**src/rtl/bbc_pkg.sv**
```systemverilog
// Shared types and constants for the one-bit bitmap blit with clipping.
// Used by bbc_lane, bbc_ser and mono_bitmap_blit_clipped_top; no dependencies.
package bbc_pkg;

  localparam int LANES = 8;
  localparam int XW    = 7;   // pixel_x field width
  localparam int YW    = 6;   // pixel_y field width

  // Configuration register indexes.
  localparam logic [2:0] REG_ORIGIN_X      = 3'd0;
  localparam logic [2:0] REG_ORIGIN_Y      = 3'd1;
  localparam logic [2:0] REG_IMAGE_WIDTH   = 3'd2;
  localparam logic [2:0] REG_IMAGE_HEIGHT  = 3'd3;
  localparam logic [2:0] REG_LSB_FIRST     = 3'd4;
  localparam logic [2:0] REG_DRAW_POLARITY = 3'd5;

  // Per-byte context that every lane sees.
  typedef struct packed {
    logic [7:0] data;
    logic [4:0] byte_in_row;
    logic [7:0] origin_x;
    logic [7:0] image_width;
    logic       lsb_first;
    logic       draw_polarity;
    logic       row_visible;
  } lane_ctx_t;

  // What one lane found for its bit.
  typedef struct packed {
    logic          hit;
    logic          on;
    logic [XW-1:0] x;
  } lane_res_t;

endpackage

```
**src/rtl/mono_bitmap_blit_clipped_top.sv**
```systemverilog
// Top level of the one-bit bitmap blit with clipping: configuration registers,
// row and byte counters, eight bbc_lane instances and the bbc_ser merging stage.
// Depends on bbc_pkg, bbc_lane and bbc_ser.
//
// Usage:
//   The input channel (in_valid / in_stall) carries one word per image byte,
//   rows in order, each row padded to whole bytes; start_of_image clears the
//   row and byte counters before its byte is used. The output channel
//   (out_valid / out_stall) carries one pixel word per unstalled cycle: screen
//   position, value after polarity and a flag on the final pixel of the byte.
//   The first pixel of a byte appears in the cycle after the byte is
//   accepted. A byte yields up to eight pixels, handed out one after the
//   other through the single pixel output; a byte that yields no pixel
//   does not hold the input. The next byte is taken in the cycle the last
//   pixel of the current byte leaves, so the output runs without gaps.
//   When the receiver stalls, the current pixel word holds and in_stall
//   rises until the byte's pixels have drained.
//   Configuration (cfg_we / cfg_index / cfg_data) is written while idle.
//   Synchronous reset restores the register defaults (width and height 16,
//   polarity 1, everything else 0), clears the counters and drops out_valid.
module mono_bitmap_blit_clipped_top #(
  parameter int SCREEN_WIDTH  = 128,
  parameter int SCREEN_HEIGHT = 64
) (
  input  logic       clk,
  input  logic       rst,
  input  logic       cfg_we,
  input  logic [2:0] cfg_index,
  input  logic [7:0] cfg_data,
  input  logic       in_valid,
  output logic       in_stall,
  input  logic [7:0] image_byte,
  input  logic       start_of_image,
  output logic       out_valid,
  input  logic       out_stall,
  output logic [6:0] pixel_x,
  output logic [5:0] pixel_y,
  output logic       pixel_on,
  output logic       last_of_byte
);

  logic [7:0] origin_x;
  logic [7:0] origin_y;
  logic [7:0] image_width;
  logic [7:0] image_height;
  logic       lsb_first;
  logic       draw_polarity;

  logic [7:0] row_count;
  logic [4:0] byte_in_row;
  logic [7:0] row_count_next;
  logic [4:0] byte_in_row_next;

  logic       ready;
  logic       in_accept;
  logic [7:0] row_cur;
  logic [4:0] byte_cur;
  logic       active;
  logic [8:0] screen_y;
  logic [5:0] row_bytes;
  logic       row_end;

  bbc_pkg::lane_ctx_t ctx;
  bbc_pkg::lane_res_t lane_res [bbc_pkg::LANES];

  assign in_stall  = !ready;
  assign in_accept = in_valid && ready;

  // Configuration register writes.
  always_ff @(posedge clk) begin
    if (rst) begin
      origin_x      <= 8'd0;
      origin_y      <= 8'd0;
      image_width   <= 8'd16;
      image_height  <= 8'd16;
      lsb_first     <= 1'b0;
      draw_polarity <= 1'b1;
    end else if (cfg_we) begin
      unique case (cfg_index)
        bbc_pkg::REG_ORIGIN_X:      origin_x      <= cfg_data;
        bbc_pkg::REG_ORIGIN_Y:      origin_y      <= cfg_data;
        bbc_pkg::REG_IMAGE_WIDTH:   image_width   <= cfg_data;
        bbc_pkg::REG_IMAGE_HEIGHT:  image_height  <= cfg_data;
        bbc_pkg::REG_LSB_FIRST:     lsb_first     <= cfg_data[0];
        bbc_pkg::REG_DRAW_POLARITY: draw_polarity <= cfg_data[0];
        default: ;
      endcase
    end
  end

  // Position of the incoming byte, after an optional restart.
  assign row_cur   = start_of_image ? 8'd0 : row_count;
  assign byte_cur  = start_of_image ? 5'd0 : byte_in_row;
  assign active    = (image_width != 8'd0) && (row_cur < image_height);
  assign screen_y  = {1'b0, origin_y} + {1'b0, row_cur};
  assign row_bytes = 6'(({1'b0, image_width} + 9'd7) >> 3);
  assign row_end   = ({1'b0, byte_cur} + 6'd1) >= row_bytes;

  // Counter advance; a byte past the last row leaves them alone.
  always_comb begin
    row_count_next   = row_cur;
    byte_in_row_next = byte_cur;
    if (active) begin
      if (row_end) begin
        byte_in_row_next = 5'd0;
        row_count_next   = row_cur + 8'd1;
      end else begin
        byte_in_row_next = byte_cur + 5'd1;
      end
    end
  end

  always_ff @(posedge clk) begin
    if (rst) begin
      row_count   <= 8'd0;
      byte_in_row <= 5'd0;
    end else if (in_accept) begin
      row_count   <= row_count_next;
      byte_in_row <= byte_in_row_next;
    end
  end

  // Context shared by all lanes.
  always_comb begin
    ctx.data          = image_byte;
    ctx.byte_in_row   = byte_cur;
    ctx.origin_x      = origin_x;
    ctx.image_width   = image_width;
    ctx.lsb_first     = lsb_first;
    ctx.draw_polarity = draw_polarity;
    ctx.row_visible   = active && (screen_y < 9'(SCREEN_HEIGHT));
  end

  for (genvar g = 0; g < bbc_pkg::LANES; g++) begin : g_lane
    bbc_lane #(
      .LANE         (g),
      .SCREEN_WIDTH (SCREEN_WIDTH)
    ) u_lane (
      .ctx (ctx),
      .res (lane_res[g])
    );
  end

  bbc_ser u_ser (
    .clk          (clk),
    .rst          (rst),
    .load         (in_accept),
    .lane_res     (lane_res),
    .load_y       (screen_y[bbc_pkg::YW-1:0]),
    .ready        (ready),
    .out_valid    (out_valid),
    .out_stall    (out_stall),
    .pixel_x      (pixel_x),
    .pixel_y      (pixel_y),
    .pixel_on     (pixel_on),
    .last_of_byte (last_of_byte)
  );

endmodule

```
**src/rtl/bbc_lane.sv**
```systemverilog
// One pixel lane: clips one bit position of the current byte and applies polarity.
// Depends on bbc_pkg.
module bbc_lane #(
  parameter int LANE         = 0,
  parameter int SCREEN_WIDTH = 128
) (
  input  bbc_pkg::lane_ctx_t ctx,
  output bbc_pkg::lane_res_t res
);

  logic [7:0] col;
  logic [8:0] screen_x;
  logic [2:0] pos;
  logic       bit_val;

  // Image column and screen column of this lane's pixel.
  assign col      = {ctx.byte_in_row, 3'(LANE)};
  assign screen_x = {1'b0, ctx.origin_x} + {1'b0, col};

  // Leftmost pixel sits in bit 7 unless the XBM order is selected.
  assign pos     = ctx.lsb_first ? 3'(LANE) : 3'(7 - LANE);
  assign bit_val = ctx.data[pos];

  assign res.hit = ctx.row_visible && (col < ctx.image_width)
                   && (screen_x < 9'(SCREEN_WIDTH));
  assign res.on  = bit_val ^ ~ctx.draw_polarity;
  assign res.x   = screen_x[bbc_pkg::XW-1:0];

endmodule

```
**src/rtl/bbc_ser.sv**
```systemverilog
// Merging stage: holds the lane results of one byte and hands out one pixel
// word per cycle while out_stall is low, lowest lane first. Depends on bbc_pkg.
module bbc_ser (
  input  logic                         clk,
  input  logic                         rst,
  input  logic                         load,
  input  bbc_pkg::lane_res_t           lane_res [bbc_pkg::LANES],
  input  logic [bbc_pkg::YW-1:0]       load_y,
  output logic                         ready,
  output logic                         out_valid,
  input  logic                         out_stall,
  output logic [bbc_pkg::XW-1:0]       pixel_x,
  output logic [bbc_pkg::YW-1:0]       pixel_y,
  output logic                         pixel_on,
  output logic                         last_of_byte
);

  logic [bbc_pkg::LANES-1:0] mask;
  logic [bbc_pkg::LANES-1:0] on_bits;
  logic [bbc_pkg::XW-1:0]    xs [bbc_pkg::LANES];
  logic [bbc_pkg::YW-1:0]    row_y;

  logic [bbc_pkg::LANES-1:0] pick;
  logic [2:0]                sel;
  logic [bbc_pkg::LANES-1:0] rest;
  logic                      out_accept;

  // Priority pick of the lowest pending lane.
  always_comb begin
    pick = '0;
    sel  = '0;
    for (int i = bbc_pkg::LANES - 1; i >= 0; i--) begin
      if (mask[i]) begin
        pick = '0;
        pick[i] = 1'b1;
        sel = 3'(i);
      end
    end
  end

  assign rest       = mask & ~pick;
  assign out_valid  = |mask;
  assign out_accept = out_valid && !out_stall;
  // A new byte can enter when nothing is pending or the last word leaves now.
  assign ready      = !out_valid || (out_accept && (rest == '0));

  assign pixel_x      = xs[sel];
  assign pixel_y      = row_y;
  assign pixel_on     = on_bits[sel];
  assign last_of_byte = (rest == '0);

  // Pending mask is control state; the rest is payload.
  always_ff @(posedge clk) begin
    if (rst) begin
      mask <= '0;
    end else if (load) begin
      for (int i = 0; i < bbc_pkg::LANES; i++) begin
        mask[i] <= lane_res[i].hit;
      end
    end else if (out_accept) begin
      mask <= rest;
    end
  end

  always_ff @(posedge clk) begin
    if (load) begin
      row_y <= load_y;
      for (int i = 0; i < bbc_pkg::LANES; i++) begin
        on_bits[i] <= lane_res[i].on;
        xs[i]      <= lane_res[i].x;
      end
    end
  end

`ifndef SYNTHESIS
  // A byte never overwrites words that are still pending.
  a_no_overwrite: assert property (@(posedge clk) disable iff (rst)
    load |-> (mask == '0 || (out_accept && $onehot(mask))))
    else $error("byte loaded over pending pixel words");

  // The last word of a byte is flagged exactly when one lane remains.
  a_last_flag: assert property (@(posedge clk) disable iff (rst)
    out_valid |-> (last_of_byte == $onehot(mask)))
    else $error("last_of_byte does not match pending lanes");

  // After the last word leaves with no new byte, output goes idle.
  a_drain: assert property (@(posedge clk) disable iff (rst)
    (out_accept && last_of_byte && !load) |=> !out_valid)
    else $error("output still valid after last word of byte");
`endif

endmodule
```
**config.mk**
```make
export PLATFORM = sky130hd
export DESIGN_NAME = mono_bitmap_blit_clipped_top
export DESIGN_NICKNAME = d
export VERILOG_FILES = /design/src/rtl/bbc_pkg.sv /design/src/rtl/mono_bitmap_blit_clipped_top.sv /design/src/rtl/bbc_lane.sv /design/src/rtl/bbc_ser.sv
export SDC_FILE = /design/constraint.sdc
export NUM_CORES = 1
export LEC_CHECK = 0
export ABC_CLOCK_PERIOD_IN_PS = 5900
export BUFFER_PORTS_ARGS = -buffer_cell sky130_fd_sc_hd__buf_2
export CAP_MARGIN = 40
export CORE_MARGIN = 3
export CORE_UTILIZATION = 25
export CTS_CLUSTER_DIAMETER = 120
export CTS_CLUSTER_SIZE = 10
export DETAILED_ROUTE_END_ITERATION = 8
export GPL_ROUTABILITY_DRIVEN = 0
export RECOVER_POWER = 100
export SLEW_MARGIN = 20
export SYNTH_ARGS = -nofsm -noshare
export SYNTH_HDL_FRONTEND = slang
export SYNTH_SLANG_ARGS = --single-unit
```
**constraint.sdc**
```tcl
create_clock -name clk -period 5.9 [get_ports clk]
set_input_delay 1.475 -clock clk [delete_from_list [all_inputs] [get_ports clk]]
set_output_delay 1.475 -clock clk [all_outputs]
set_load 0.03 [all_outputs]
```
==> impl_metrics.toml <==
[synthesis]
synth_ff_type = "edfxtp_1"
synth-seq-cells = 115
syn_inst = 745
syn_area_mm2 = 0.006953
async_flop_share_pct = 0
synth.area.top_cells = "edfxtp_1 (26%), dfxtp_1 (16%), ha_1 (6.5%)"
yosysUniqueCellTypes = 69
synth_edf_count = 60
synth-seq-area-share_pct = 41.75
ys_warn_count = 0
synth_area_per_cell_um2 = 9.333
synth_top_area_share_pct = 25.91
yosysTopAreaCell = "edfxtp_1"
syn_nets = 808

[timing]
setup_tns_ps = 0
fin_crit_ps = 4949
finalClockSkew_ps = 8.236
worst_slew_pin_slew_ps = 3411
slew_headroom_pct = -127.4
drv_slew = 133
finalSetupViolCount = 0
setup_ws_ps = 951.0
finalHoldViolCount = 0
finalCritPeriodShare_pct = 83.88
rsz0062_at_grt = "false"
maxClockFrequency_mhz = 202.1

[floorplan]
initial_core_util_pct = 25.58
core_area_mm2 = 0.02718
die_x_um = 172.8
die_h_um = 172.8
rows = 60
io_pins = 42
die_area_mm2 = 0.02985

[routing]
avgViaCountPerCell = 4.618
detail_route.wl_per_cell_um = 14.55
initialDrtViolationCount = 281
routed_wirelength_um = 16760
ant_nets = 0
drc = 0
dr_total_vias = 5320
dr.pass1.iters = 4

[finish]
fin_area_mm2 = 0.007946
syn2layout_area_growth_pct = 14.29
diodes = 0
layoutNonFillerInstCount = 1152
fillers = 2928
fin_nets = 830
drive_above_1_share_pct = 8.205

[critical_path]
critPathLaunchType = "flip-flop"
worst-path-max-fanout = 26
path_class = "flip-flop to primary output"
cp_data_required_time_ps = 4430
end_kind = "primary output"
cp_data_arrival_time_ps = 3470

[placement]
port-buffer-count = 41
place_inst = 1119
place_area_mm2 = 0.007475
hpwlAfterDp_um = 12200
place_ws_ps = 1137

[cts]
htreeDepth = 4
clkLatencyLatePin_ps = 420
numCtsBuffers = 17
cts_setup_buffers = 0
cts_buffer_depth = 2
cts_sinks = 115
cts_hold_buf = 0
tritoncts = "built"
path_clk_slew_ps = 60
cts.repair.resized = 0
cts-root-buf = "clkbuf_16"

[job]
max-cap-violations = 3

[global_route]
track_usage_pct = 11.27
grt_pass1_vias = 5097
grt_start_max_net_pins = 61
antenna_found_initial = 0
grt_pass1_wl_um = 27170
overflow = 0

[pwr]
fin_total_pwr_mw = 3.664
p_per_area_mw_per_mm2 = 461.1
irDropWorstVdd_v = 0.0002014
leakage_nw = 3.031

[outcome]
status = "finished with violations"
violations = "capacitance limit, slew limit"

[hold_path]
hold_path_class = "flip-flop to flip-flop"
## final timing paths
| path | start | end | slack, ps | depth (start not counted) |
|---|---|---|---|---|
| worst max-delay path | u_ser.mask[4] | pixel_x[6] | 950 | 8 |
| worst min-delay path | image_height[6] | image_height[6] | 450 | 2 |
| worst max register to register | u_ser.mask[0] | u_ser.xs[3][4] | 1350 | 6 |
| worst min register to register | image_height[6] | image_height[6] | 450 | 2 |
## final cells by class
cell class	instances	area, µm²	share of cell area (%)
multi-input cells	550	3717	46.78
flip-flops and latches	115	2903	36.53
well taps	372	465.4	5.857
clock buffers	19	432.9	5.448
repair buffers	44	195.2	2.456
inverters	39	146.4	1.842
clock inverters	13	86.33	1.086
## per-stage QoR
| stage | util (%) | hold slack (ps) |
|---|---|---|
| 2_1_floorplan | - | 433.6 |
| 3_3_place_gp | 27.50 | 443.4 |
| 3_5_place_dp | 27.50 | 447.5 |
| 4_1_cts | 29.42 | 455.0 |
| 5_1_grt | 29.24 | 474.1 |
| 6_report | 29.24 | 454.7 |
## power breakdown
part / switching, mW / total (mW) / internal [mW]
combinational: 1.01 / 1.53 / 0.517
sequential: 0.0963 / 1.23 / 1.14
clock: 0.373 / 0.906 / 0.533
total: 1.48 / 3.66 / 2.19
## metal layers
layer / wire length, µm / vias to the layer above / track usage, %
met5: 0 / - / 0
met4: 235 / 0 / 3.378
met3: 469 / 18 / 2.437
met2: 8121 / 81 / 18.92
met1: 7929 / 2530 / 14.60
li1: - / 2691 / -
## kinds of logic after synthesis
logic type,Yosys count,synth area share (%)
xor+xnor,65,8.188
compound gates,182,17.04
mux,39,5.831
fa+ha+maj,40,7.342
flops,115,41.75
simple gates,224,15.33
buf+inv,80,4.517
## sequential cells by signal (all words and copies together) (netlist names)
register and flops:
lsb_first 1, origin_y 8, row_count 8, origin_x 8
u_ser.pixel_y 6, u_ser.mask 8, draw_polarity 1, image_height 8
byte_in_row 5, u_ser.on_bits 8, u_ser.xs 46, image_width 8
## critical path, cell delays in order (launching register included)
cell      delay (ps)
dfxtp_1          490
o21bai_1         160
a21oi_1           90
o21bai_2         110
clkbuf_1        1340
mux2i_1          210
a22o_1           290
nor2_1           120
buf_2            230
## cell usage in the layout, fill, tap and decap left out, drive strengths merged, types with 9 or more instances in the layout
master  Yosys  final
a22o       12     12
nor2       45     45
o211ai      9      9
nand2      99     99
nor2b      15     15
o21ai      33     33
nand3      17     17
xor2       26     26
edfxtp     60     60
dfxtp      55     55
clkbuf     29     39
xnor2      39     39
inv        39     41
mux2i      36     36
buf        12     24
ha         36     36
a21oi      74     74
clkinv      0      9
## Yosys cell counts, types with 5 or more instances
master,instances
nand2_1,99
nor2b_1,15
buf_2,5
a21oi_1,74
nor3_1,5
inv_1,39
xnor2_1,39
dfxtp_1,55
a22o_1,12
clkbuf_1,29
xor2_1,26
nand3_1,17
and3_1,6
buf_1,6
nand2b_1,8
and2_1,7
nor2_1,44
edfxtp_1,60
mux2i_1,36
ha_1,36
o31ai_1,5
o21bai_1,5
o211ai_1,9
o21ai_0,32
No activity file was read; power rests on OpenSTA's default activity.
